## src/hdl/grg_pkg.sv

```systemverilog
`default_nettype none
// ----------------------------------------------------------------------------
// grg_pkg: shared types and constants of the gradient ramp generator
// Opcodes, stop entry layout, the controller/datapath command and status
// words, and the divide-by-255 helper used for premultiplication.
// ----------------------------------------------------------------------------
package grg_pkg;

	// input word opcodes
	localparam logic [1:0] OP_CLEAR  = 2'd0;
	localparam logic [1:0] OP_APPEND = 2'd1;
	localparam logic [1:0] OP_LOOKUP = 2'd2;

	// reset value of the global alpha register
	localparam logic [7:0] ALPHA_RESET = 8'hFF;

	// stand-in stops of an empty list: black at 0, white at 255
	localparam logic [7:0]  EMPTY_OFF_LO = 8'd0;
	localparam logic [23:0] EMPTY_RGB_LO = 24'h000000;
	localparam logic [7:0]  EMPTY_OFF_HI = 8'd255;
	localparam logic [23:0] EMPTY_RGB_HI = 24'hFFFFFF;

	// steps of the restoring divider (16-bit dividend)
	localparam int DIV_STEPS = 16;

	typedef struct packed {
		logic [7:0]  offset;
		logic [23:0] rgb;
	} stop_t;

	// controller -> datapath
	typedef struct packed {
		logic clear;   // empty the stop list
		logic append;  // write a stop
		logic start;   // capture lookup index, arm the scan
		logic scan;    // walk the stop list
		logic fetch0;  // read the winning stop
		logic fetch1;  // latch it, read the next stop
		logic latch1;  // latch the next stop
		logic mul;     // channel delta times distance
		logic div;     // one divider step
		logic add;     // start color plus quotient
		logic pmul;    // channel times alpha
		logic emit;    // load the output register
	} grg_cmd_t;

	// datapath -> controller
	typedef struct packed {
		logic scan_done;
		logic div_done;
		logic win_lerp;
		logic out_free;
	} grg_stat_t;

	// floor(y / 255) for y <= 255 * 255
	function automatic logic [7:0] div255(input logic [15:0] y);
		logic [16:0] s;
		s = {1'b0, y} + {9'd0, y[15:8]} + 17'd1;
		return s[15:8];
	endfunction

endpackage
`default_nettype wire

```

## src/hdl/grg_in_if.sv

```systemverilog
`default_nettype none
// ----------------------------------------------------------------------------
// grg_in_if: command channel of the gradient ramp generator
// Valid/ready channel carrying one opcode, position and stop color per word.
// ----------------------------------------------------------------------------
interface grg_in_if;
	logic        valid;
	logic        ready;
	logic [1:0]  operation;
	logic [7:0]  position;
	logic [23:0] stop_rgb;

	modport source (output valid, output operation, output position, output stop_rgb,
		input ready);
	modport sink (input valid, input operation, input position, input stop_rgb,
		output ready);
endinterface
`default_nettype wire

```

## src/hdl/grg_out_if.sv

```systemverilog
`default_nettype none
// ----------------------------------------------------------------------------
// grg_out_if: result channel of the gradient ramp generator
// Valid/ready channel carrying one premultiplied ARGB ramp entry per word.
// ----------------------------------------------------------------------------
interface grg_out_if;
	logic        valid;
	logic        ready;
	logic [31:0] ramp_pixel;
	logic [7:0]  ramp_index;

	modport source (output valid, output ramp_pixel, output ramp_index, input ready);
	modport sink (input valid, input ramp_pixel, input ramp_index, output ready);
endinterface
`default_nettype wire

```

## src/hdl/gradient_ramp_generator.sv

```systemverilog
`default_nettype none
// ----------------------------------------------------------------------------
// gradient_ramp_generator: premultiplied linear gradient color ramp
// Holds up to MAX_STOPS gradient stops and answers lookups of the 256-entry
// ramp with premultiplied ARGB8888 entries.
// ----------------------------------------------------------------------------
// A clear or append word is taken straight from idle. A lookup walks the stop
// list through the single read port of the stop memory, one stop per cycle
// (both stand-in stops for an empty list). A flat color then goes straight
// to premultiply; an interpolated one first passes through the 16-step
// divider, one lane per color channel. The next word is taken as soon as the
// result sits in the output register.
// ----------------------------------------------------------------------------
module gradient_ramp_generator
	import grg_pkg::*;
#(
	parameter int MAX_STOPS = 16
) (
	input  wire logic       clk,
	input  wire logic       arst_n,
	input  wire logic       cfg_we,
	input  wire logic [7:0] cfg_wdata,
	grg_in_if.sink          cmd,
	grg_out_if.source       ramp
);

	grg_cmd_t  ctl;
	grg_stat_t stat;

	grg_ctrl u_ctrl (
		.clk      (clk),
		.arst_n   (arst_n),
		.in_valid (cmd.valid),
		.in_op    (cmd.operation),
		.in_ready (cmd.ready),
		.stat     (stat),
		.ctl      (ctl)
	);

	grg_datapath #(
		.MAX_STOPS (MAX_STOPS)
	) u_datapath (
		.clk       (clk),
		.arst_n    (arst_n),
		.cfg_we    (cfg_we),
		.cfg_wdata (cfg_wdata),
		.position  (cmd.position),
		.stop_rgb  (cmd.stop_rgb),
		.ctl       (ctl),
		.stat      (stat),
		.out_ready (ramp.ready),
		.out_valid (ramp.valid),
		.out_pixel (ramp.ramp_pixel),
		.out_index (ramp.ramp_index)
	);

endmodule
`default_nettype wire

```

## src/hdl/grg_ctrl.sv

```systemverilog
`default_nettype none
// ----------------------------------------------------------------------------
// grg_ctrl: sequencer of the gradient ramp generator
// One-hot state machine that takes input words and steps the datapath
// through scan, fetch, interpolate, premultiply and emit.
// ----------------------------------------------------------------------------
module grg_ctrl
	import grg_pkg::*;
(
	input  wire logic       clk,
	input  wire logic       arst_n,
	input  wire logic       in_valid,
	input  wire logic [1:0] in_op,
	output logic            in_ready,
	input  grg_stat_t       stat,
	output grg_cmd_t        ctl
);

	typedef enum logic [9:0] {
		ST_IDLE   = 10'b00_0000_0001,
		ST_SCAN   = 10'b00_0000_0010,
		ST_FETCH0 = 10'b00_0000_0100,
		ST_FETCH1 = 10'b00_0000_1000,
		ST_FETCH2 = 10'b00_0001_0000,
		ST_MUL    = 10'b00_0010_0000,
		ST_DIV    = 10'b00_0100_0000,
		ST_ADD    = 10'b00_1000_0000,
		ST_PMUL   = 10'b01_0000_0000,
		ST_EMIT   = 10'b10_0000_0000
	} state_t;

	state_t state_q, state_d;

	// next state and commands
	always_comb begin
		state_d  = state_q;
		ctl      = '0;
		in_ready = 1'b0;
		case (state_q)
			ST_IDLE: begin
				in_ready = 1'b1;
				if (in_valid) begin
					case (in_op)
						OP_CLEAR:  ctl.clear  = 1'b1;
						OP_APPEND: ctl.append = 1'b1;
						OP_LOOKUP: begin
							ctl.start = 1'b1;
							state_d   = ST_SCAN;
						end
						default: ;
					endcase
				end
			end
			ST_SCAN: begin
				ctl.scan = 1'b1;
				if (stat.scan_done) state_d = ST_FETCH0;
			end
			ST_FETCH0: begin
				ctl.fetch0 = 1'b1;
				state_d    = ST_FETCH1;
			end
			ST_FETCH1: begin
				ctl.fetch1 = 1'b1;
				state_d    = stat.win_lerp ? ST_FETCH2 : ST_PMUL;
			end
			ST_FETCH2: begin
				ctl.latch1 = 1'b1;
				state_d    = ST_MUL;
			end
			ST_MUL: begin
				ctl.mul = 1'b1;
				state_d = ST_DIV;
			end
			ST_DIV: begin
				ctl.div = 1'b1;
				if (stat.div_done) state_d = ST_ADD;
			end
			ST_ADD: begin
				ctl.add = 1'b1;
				state_d = ST_PMUL;
			end
			ST_PMUL: begin
				ctl.pmul = 1'b1;
				state_d  = ST_EMIT;
			end
			ST_EMIT: begin
				if (stat.out_free) begin
					ctl.emit = 1'b1;
					state_d  = ST_IDLE;
				end
			end
			default: state_d = ST_IDLE;
		endcase
	end

	always_ff @(posedge clk or negedge arst_n) begin
		if (!arst_n) state_q <= ST_IDLE;
		else         state_q <= state_d;
	end

endmodule
`default_nettype wire

```

## src/hdl/grg_datapath.sv

```systemverilog
`default_nettype none
// ----------------------------------------------------------------------------
// grg_datapath: storage and arithmetic of the gradient ramp generator
// Stop memory, segment search, three-lane restoring divider, alpha
// premultiply and the output register.
// ----------------------------------------------------------------------------
module grg_datapath
	import grg_pkg::*;
#(
	parameter int MAX_STOPS = 16
) (
	input  wire logic        clk,
	input  wire logic        arst_n,
	input  wire logic        cfg_we,
	input  wire logic [7:0]  cfg_wdata,
	input  wire logic [7:0]  position,
	input  wire logic [23:0] stop_rgb,
	input  grg_cmd_t         ctl,
	output grg_stat_t        stat,
	input  wire logic        out_ready,
	output logic             out_valid,
	output logic [31:0]      out_pixel,
	output logic [7:0]       out_index
);

	localparam int AW = $clog2(MAX_STOPS);
	localparam int CW = $clog2(MAX_STOPS + 1);
	localparam int DCW = $clog2(DIV_STEPS);

	// configuration
	logic [7:0] alpha_q;

	always_ff @(posedge clk or negedge arst_n) begin
		if (!arst_n)     alpha_q <= ALPHA_RESET;
		else if (cfg_we) alpha_q <= cfg_wdata;
	end

	// stop count
	logic [CW-1:0] total_q;
	logic [CW-1:0] total_m1;
	logic          full;

	assign full     = (total_q == CW'(MAX_STOPS));
	assign total_m1 = total_q - CW'(1);

	always_ff @(posedge clk or negedge arst_n) begin
		if (!arst_n)                   total_q <= '0;
		else if (ctl.clear)            total_q <= '0;
		else if (ctl.append && !full)  total_q <= total_q + CW'(1);
	end

	// scan control
	logic [7:0]    idx_q;
	logic          empty_q;
	logic [AW-1:0] last_q;
	logic [AW-1:0] k_q;
	logic          iss_q;
	logic          issue;

	assign issue = ctl.scan && iss_q;

	always_ff @(posedge clk or negedge arst_n) begin
		if (!arst_n) begin
			iss_q <= 1'b0;
			k_q   <= '0;
		end else if (ctl.start) begin
			iss_q <= 1'b1;
			k_q   <= '0;
		end else if (issue) begin
			k_q <= k_q + AW'(1);
			if (k_q == last_q) iss_q <= 1'b0;
		end
	end

	always_ff @(posedge clk) begin
		if (ctl.start) begin
			idx_q   <= position;
			empty_q <= (total_q == '0);
			last_q  <= (total_q == '0) ? AW'(1) : total_m1[AW-1:0];
		end
	end

	// stop memory, one write and one registered read
	stop_t         stop_mem [MAX_STOPS];
	stop_t         rd_q;
	logic [AW-1:0] rd_addr;
	logic [AW-1:0] rd_addr_s1;
	logic          rd_en;
	logic          rd_vld_s1;
	logic          win_valid_q;
	logic          win_lerp_q;
	logic [AW-1:0] win_idx_q;

	always_comb begin
		if (issue)           rd_addr = k_q;
		else if (ctl.fetch0) rd_addr = win_idx_q;
		else                 rd_addr = win_idx_q + AW'(1);
	end

	assign rd_en = issue || ctl.fetch0 || (ctl.fetch1 && win_lerp_q);

	always_ff @(posedge clk) begin
		if (ctl.append && !full) stop_mem[total_q[AW-1:0]] <= '{offset: position, rgb: stop_rgb};
		if (rd_en) begin
			rd_q       <= stop_mem[rd_addr];
			rd_addr_s1 <= rd_addr;
		end
	end

	always_ff @(posedge clk or negedge arst_n) begin
		if (!arst_n) rd_vld_s1 <= 1'b0;
		else         rd_vld_s1 <= issue;
	end

	// entry as seen by the search: stand-in ramp when the list is empty
	stop_t entry;

	always_comb begin
		if (!empty_q)               entry = rd_q;
		else if (rd_addr_s1 == '0)  entry = '{offset: EMPTY_OFF_LO, rgb: EMPTY_RGB_LO};
		else                        entry = '{offset: EMPTY_OFF_HI, rgb: EMPTY_RGB_HI};
	end

	// segment search, last matching rule wins
	logic [7:0] prev_q;
	logic       hit_first, hit_eq, hit_in, hit_fin, eval;

	assign eval      = ctl.scan && rd_vld_s1;
	assign hit_first = (rd_addr_s1 == '0) && (idx_q < entry.offset);
	assign hit_eq    = (rd_addr_s1 != '0) && (idx_q == prev_q);
	assign hit_in    = (rd_addr_s1 != '0) && (prev_q < idx_q) && (idx_q < entry.offset);
	assign hit_fin   = (rd_addr_s1 == last_q) && (idx_q >= entry.offset);

	always_ff @(posedge clk or negedge arst_n) begin
		if (!arst_n) begin
			win_valid_q <= 1'b0;
			win_lerp_q  <= 1'b0;
			win_idx_q   <= '0;
		end else if (ctl.start) begin
			win_valid_q <= 1'b0;
			win_lerp_q  <= 1'b0;
			win_idx_q   <= '0;
		end else if (eval) begin
			if (hit_fin) begin
				win_valid_q <= 1'b1;
				win_lerp_q  <= 1'b0;
				win_idx_q   <= rd_addr_s1;
			end else if (hit_in) begin
				win_valid_q <= 1'b1;
				win_lerp_q  <= 1'b1;
				win_idx_q   <= rd_addr_s1 - AW'(1);
			end else if (hit_eq) begin
				win_valid_q <= 1'b1;
				win_lerp_q  <= 1'b0;
				win_idx_q   <= rd_addr_s1 - AW'(1);
			end else if (hit_first) begin
				win_valid_q <= 1'b1;
				win_lerp_q  <= 1'b0;
				win_idx_q   <= '0;
			end
		end
	end

	always_ff @(posedge clk) begin
		if (eval) prev_q <= entry.offset;
	end

	assign stat.scan_done = rd_vld_s1 && (rd_addr_s1 == last_q);
	assign stat.win_lerp  = win_lerp_q;

	// segment end points
	logic [7:0]      off0_q, off1_q;
	logic [2:0][7:0] col0_q, col1_q;

	always_ff @(posedge clk) begin
		if (ctl.fetch1) begin
			off0_q <= entry.offset;
			col0_q <= entry.rgb;
		end
		if (ctl.latch1) begin
			off1_q <= entry.offset;
			col1_q <= entry.rgb;
		end
	end

	// delta times distance, split into sign and magnitude
	logic [7:0]              seg_pos;
	logic signed [2:0][8:0]  delta;
	logic signed [2:0][17:0] prod;
	logic [2:0][15:0]        prod_mag;

	assign seg_pos = idx_q - off0_q;

	always_comb begin
		for (int c = 0; c < 3; c++) begin
			delta[c]    = $signed({1'b0, col1_q[c]}) - $signed({1'b0, col0_q[c]});
			prod[c]     = $signed(delta[c]) * $signed({1'b0, seg_pos});
			prod_mag[c] = prod[c][17] ? 16'(-prod[c]) : prod[c][15:0];
		end
	end

	// restoring divider, three lanes, one quotient bit per cycle
	logic [7:0]       ds_q;
	logic [2:0]       neg_q;
	logic [2:0][15:0] num_q;
	logic [2:0][7:0]  rem_q;
	logic [2:0][7:0]  quo_q;
	logic [DCW-1:0]   div_cnt_q;
	logic [2:0][8:0]  trial;
	logic [2:0]       ge;

	always_comb begin
		for (int c = 0; c < 3; c++) begin
			trial[c] = {rem_q[c], num_q[c][15]};
			ge[c]    = (trial[c] >= {1'b0, ds_q});
		end
	end

	always_ff @(posedge clk) begin
		if (ctl.mul) begin
			ds_q <= off1_q - off0_q;
			for (int c = 0; c < 3; c++) begin
				neg_q[c] <= prod[c][17];
				num_q[c] <= prod_mag[c];
				rem_q[c] <= '0;
				quo_q[c] <= '0;
			end
		end else if (ctl.div) begin
			for (int c = 0; c < 3; c++) begin
				rem_q[c] <= ge[c] ? 8'(trial[c] - {1'b0, ds_q}) : trial[c][7:0];
				num_q[c] <= {num_q[c][14:0], 1'b0};
				quo_q[c] <= {quo_q[c][6:0], ge[c]};
			end
		end
	end

	always_ff @(posedge clk or negedge arst_n) begin
		if (!arst_n)      div_cnt_q <= '0;
		else if (ctl.mul) div_cnt_q <= '0;
		else if (ctl.div) div_cnt_q <= div_cnt_q + DCW'(1);
	end

	assign stat.div_done = (div_cnt_q == DCW'(DIV_STEPS - 1));

	// channel value: stop color, or start color plus signed quotient
	logic [2:0][7:0]  chan_q;
	logic [2:0][15:0] pm_q;

	always_ff @(posedge clk) begin
		if (ctl.fetch1) begin
			chan_q <= entry.rgb;
		end else if (ctl.add) begin
			for (int c = 0; c < 3; c++)
				chan_q[c] <= neg_q[c] ? col0_q[c] - quo_q[c] : col0_q[c] + quo_q[c];
		end
		if (ctl.pmul) begin
			for (int c = 0; c < 3; c++)
				pm_q[c] <= chan_q[c] * alpha_q;
		end
	end

	// output register
	logic        out_valid_q;
	logic [31:0] out_pixel_q;
	logic [7:0]  out_index_q;

	assign stat.out_free = !out_valid_q || out_ready;

	always_ff @(posedge clk or negedge arst_n) begin
		if (!arst_n)        out_valid_q <= 1'b0;
		else if (ctl.emit)  out_valid_q <= 1'b1;
		else if (out_ready) out_valid_q <= 1'b0;
	end

	always_ff @(posedge clk) begin
		if (ctl.emit) begin
			out_index_q <= idx_q;
			out_pixel_q <= win_valid_q ?
				{alpha_q, div255(pm_q[2]), div255(pm_q[1]), div255(pm_q[0])} : '0;
		end
	end

	assign out_valid = out_valid_q;
	assign out_pixel = out_pixel_q;
	assign out_index = out_index_q;

endmodule
`default_nettype wire

```

## src/flat_wrapper.sv

```systemverilog
// flat-port wrapper written by rule: the top's interface ports become plain ports
module gradient_ramp_generator_flat import grg_pkg::*;
#(
	parameter int MAX_STOPS = 16
)
  (clk, arst_n, cfg_we, cfg_wdata, cmd_valid, cmd_operation, cmd_position, cmd_stop_rgb, cmd_ready, ramp_valid, ramp_ramp_pixel, ramp_ramp_index, ramp_ready);
  grg_in_if cmd_i ();
  grg_out_if ramp_i ();
  input  wire logic clk;
  input  wire logic arst_n;
  input  wire logic cfg_we;
  input  wire logic [7:0] cfg_wdata;
  input wire logic [$bits(cmd_i.valid)-1:0] cmd_valid;
  input wire logic [$bits(cmd_i.operation)-1:0] cmd_operation;
  input wire logic [$bits(cmd_i.position)-1:0] cmd_position;
  input wire logic [$bits(cmd_i.stop_rgb)-1:0] cmd_stop_rgb;
  output wire logic [$bits(cmd_i.ready)-1:0] cmd_ready;
  output wire logic [$bits(ramp_i.valid)-1:0] ramp_valid;
  output wire logic [$bits(ramp_i.ramp_pixel)-1:0] ramp_ramp_pixel;
  output wire logic [$bits(ramp_i.ramp_index)-1:0] ramp_ramp_index;
  input wire logic [$bits(ramp_i.ready)-1:0] ramp_ready;
  assign cmd_i.valid = cmd_valid;
  assign cmd_i.operation = cmd_operation;
  assign cmd_i.position = cmd_position;
  assign cmd_i.stop_rgb = cmd_stop_rgb;
  assign cmd_ready = cmd_i.ready;
  assign ramp_valid = ramp_i.valid;
  assign ramp_ramp_pixel = ramp_i.ramp_pixel;
  assign ramp_ramp_index = ramp_i.ramp_index;
  assign ramp_i.ready = ramp_ready;
  gradient_ramp_generator #(.MAX_STOPS(MAX_STOPS)) u_core (.clk(clk), .arst_n(arst_n), .cfg_we(cfg_we), .cfg_wdata(cfg_wdata), .cmd(cmd_i), .ramp(ramp_i));
endmodule
```

## config.mk

```make
export PLATFORM = sky130hd
export DESIGN_NAME = gradient_ramp_generator_flat
export DESIGN_NICKNAME = d
export VERILOG_FILES = /design/src/hdl/grg_pkg.sv /design/src/hdl/grg_in_if.sv /design/src/hdl/grg_out_if.sv /design/src/hdl/gradient_ramp_generator.sv /design/src/hdl/grg_ctrl.sv /design/src/hdl/grg_datapath.sv /design/src/flat_wrapper.sv
export SDC_FILE = /design/constraint.sdc
export NUM_CORES = 2
export LEC_CHECK = 0
export ABC_AREA = 0
export BUFFER_PORTS_ARGS = -buffer_cell sky130_fd_sc_hd__clkbuf_2
export CELL_PAD_IN_SITES_DETAIL_PLACEMENT = 0
export CELL_PAD_IN_SITES_GLOBAL_PLACEMENT = 1
export CORE_UTILIZATION = 53
export CTS_CLUSTER_DIAMETER = 80
export DETAILED_ROUTE_END_ITERATION = 10
export PLACE_DENSITY = 0.92
export REMOVE_ABC_BUFFERS = 1
export SKIP_CTS_REPAIR_TIMING = 1
export SLEW_MARGIN = 10
export SYNTH_ARGS = -nofsm -noshare
export SYNTH_HDL_FRONTEND = slang
export SYNTH_HIERARCHICAL = 1
export SYNTH_SLANG_ARGS = --single-unit
```

## constraint.sdc

```tcl
create_clock -name clk -period 8.35 [get_ports clk]
set_input_delay 1.2525 -clock clk [delete_from_list [all_inputs] [get_ports clk]]
set_output_delay 1.2525 -clock clk [all_outputs]
set_load 0.01 [all_outputs]
```

==> results.yml <==
yosys:
  synth_edf_count: 804
  ys_top_cells_by_area: "edfxtp_1 (44%), fa_1 (11%), ha_1 (8.1%)"
  yosysTopAreaCell: "edfxtp_1"
  ys_warn_count: 6
  postSynth.asyncResetShare_pct: 4.484
  ys_ff_latch: 892
  synth.top_cell.area_share_pct: 44.47
  yosysMostFrequentCell: "edfxtp_1"
  synth.yosys.seq_area_share_pct: 48.10
  synthTopCellsByCount: "edfxtp_1 (804), inv_1 (591), ha_1 (353)"
  synth_cell_types: 93
  synth_area_per_cell_um2: 12.42
  syn-cell-area_um2: 54300
  synthFlopType: "edfxtp_1"
  syn_inst: 4371
finish:
  layout.cells.non_filler: 5897
  multi_input_area_um2: 25550
  finalNetCount: 5151
  drive_gt1_share_pct: 11.57
  nFillCells: 8007
  syn_to_final_growth_pct: 9.448
  regArea_um2: 26120
sta:
  drv_slew: 0
  fin_crit_ps: 7714
  slew_headroom_pct: 17.82
  tightest_slew_ps: 1233
  skew_ps: 34.98
  setup_tns_ps: 0
  setup_viol: 0
  max_freq_mhz: 129.6
  min_period_over_period_pct: 92.39
  rsz0062_at_grt: "no"
  hold_viol: 0
setup_path:
  reg2reg_depth: 26
  cp.depth: 26
  r2r_end: "u_core/u_datapath/num_q[28]"
  crit_top_cell: "fa_1"
  end_kind: "register"
  crit_path_end: "u_core/u_datapath/num_q[28]"
  rrSetupSlack_ps: 640
  path_class: "reg2reg"
  worstPathRequired_ps: 8780
  start_kind: "register"
  startpoint: "u_core/u_datapath/col0_q[8]"
  slowest_delay_ps: 520
  crit_family: "adder cells"
  rr_startpoint: "u_core/u_datapath/col0_q[8]"
  critPathBufInv: 3
  cp_max_fo: 14
  cp.arrival_ps: 8150
  slowest_stage: "fa_1"
drt:
  drt_first_pass_iters: 6
  first_iter_violations: 2477
  routed_wl_um: 120700
  drc: 0
  avgViaCountPerCell: 5.672
  antenna_left: 0
  vias: 33450
  wire_per_inst_um: 20.47
global_routing:
  grt_pass1_vias: 33890
  antenna_found_initial: 9
  grt_overflow: 0
  grt_first_pass_wirelength_um: 188100
  grt_usage_pct: 23.55
  grt_max_degree: 145
floorplanning:
  dieHeight_um: 322.1
  ios: 89
  coreArea_um2: 101600
  row_count: 117
  die_area_um2: 103700
  initial_utilization_pct: 53.44
  die_width_um: 322.1
placement:
  place.gp.congestion: 0.8581
  dpl.hpwl_um: 78790
  dp.cells: 5726
  portBuffers: 88
cts:
  cts.sinks: 892
  clk_pin_slew_ps: 60
  cts.path.max_buffers: 3
  htree_levels: 3
  cts_made_buffers: 92
  root_buffer: "clkbuf_16"
  insertion_delay_ps: 680
  cts_tree: "done"
worst_hold_path:
  min_from: "u_core/u_datapath/iss_q"
  hold_class: "reg2reg"
power_and_ir_drop:
  powerDensity_nw_per_um2: 245.0
  total_leakage_power_nw: 23.50
  finalPower_mw: 14.56
  peakVddDrop_mv: 0.2099
job:
  drv_cap: 0
status:
  run_status: "finished, final reports clean"
==> how the worst min path moves through the flow <==
stage	cells past startpoint	to
after floorplan	1	u_core/u_datapath/iss_q
after global placement	1	u_core/u_datapath/iss_q
after detailed placement	1	u_core/u_datapath/iss_q
after CTS	1	u_core/u_datapath/iss_q
after global routing	1	u_core/u_datapath/iss_q
final	1	u_core/u_datapath/iss_q
==> worst register-to-register path: stages, from the launching register on <==
cell and delay (ps):
edfxtp_1 390, ha_1 240, fa_1 430, nor2b_1 130
o21ai_0 100, a21boi_0 290, o21ai_0 150, a21boi_0 440
o21a_1 240, nor2_1 110, nand2_1 140, fa_1 520
inv_1 150, fa_1 470, inv_1 160, fa_1 450
fa_1 490, inv_1 40, ha_1 320, and2_1 180
a22o_1 210, or4_1 400, a31o_2 240, a21oi_2 500
o21ai_0 220, xor2_1 170, mux2_2 260
==> metrics by stage <==
| step | worst slack (ps) | hold slack, ps | util [%] | area [µm²] |
|---|---|---|---|---|
| after floorplan | -4960 | 449.6 | - | 53690 |
| after global placement | 814.2 | 460.0 | 55.55 | 56440 |
| after detailed placement | 658.8 | 469.7 | 55.55 | 56440 |
| after CTS | 645.5 | 483.3 | 58.49 | 59420 |
| after global routing | 145.2 | 508.3 | 58.49 | 59430 |
| final | 635.5 | 481.6 | 58.49 | 59430 |
==> power breakdown <==
group / switching (mW) / internal (mW) / leakage [nW]
Sequential: 0.0785 / 5.03 / 8.05
Clock: 1.79 / 2.27 / 1.44
Combinational: 3.06 / 2.33 / 14.0
==> metal layers <==
layer,vias to the layer above,routed length (µm),track usage (%)
met4,12,4228,8.794
met2,1082,60330,40.55
li1,15410,-,-
met5,-,86,0
met1,16690,49030,30.08
met3,251,7016,3.527
==> flip-flops by register name, summed over array words and instances, names as in the netlist, 8 cells and up <==
register                     cells
u_core/u_datapath/col0_q        24
u_core/u_datapath/idx_q          8
u_core/u_datapath/out_pixel     32
u_core/u_datapath/off1_q         8
u_core/u_datapath/rd_q          32
u_core/u_datapath/rem_q         24
u_core/u_datapath/alpha_q        8
u_core/u_datapath/chan_q        24
u_core/u_datapath/stop_mem     512
u_core/u_datapath/col1_q        24
u_core/u_datapath/quo_q         24
u_core/u_datapath/ds_q           8
u_core/u_datapath/num_q         48
u_core/u_datapath/prev_q         8
u_core/u_datapath/out_index      8
u_core/u_ctrl/state_q           10
u_core/u_datapath/pm_q          48
u_core/u_datapath/off0_q         8
==> placed cells by master (no fill, tap or decap), types with 16 or more instances in the layout <==
master	synthesis	final
ha_1	353	353
nand3_1	46	46
o21a_1	52	52
inv_1	591	590
mux2i_1	76	76
or2_2	22	22
dfxtp_1	48	48
clkbuf_16	0	93
a21boi_0	28	28
dfrtp_1	31	31
mux2_2	29	29
fa_1	299	299
nor3b_1	18	17
o21ai_0	99	98
edfxtp_1	804	804
nand4_1	22	22
a21oi_1	134	131
xnor2_1	132	131
a31oi_1	17	17
buf_4	3	46
a211oi_1	63	63
nor2_1	297	282
or3_1	16	16
nor2b_1	54	54
nor3_1	50	49
mux4_2	128	128
clkinv_1	1	18
clkbuf_1	122	16
and3_1	20	16
clkbuf_2	0	88
and2_1	168	168
nand2_1	269	269
nand2b_1	59	59
xor2_1	72	70
a21o_1	27	27
==> final cells by class <==
cell class / count / share of cell area (%)
antenna: 2 / 0.008422
clock inverter: 58 / 0.9580
multi-input combinational: 2736 / 42.99
timing repair buffer: 136 / 1.390
clock buffer: 111 / 4.064
inverter: 594 / 3.760
sequential: 892 / 43.95
tap: 1368 / 2.880
==> cell families (layout without fill, tap and decap cells) <==
family                     count (synthesis)  in the layout  share of synthesized area [%]
and+or+nand+nor                         1107           1107                          10.20
DFF                                      892            892                          48.10
buffers and inverters                    743            899                          5.226
adders and majority gates                652            652                          19.16
AOI/OAI and AO/OA                        537            537                          6.602
muxes                                    234            234                          7.340
xor gates and xnor gates                 206            206                          3.376
other                                      0              2                              0
(Power assumes the default switching activity.)
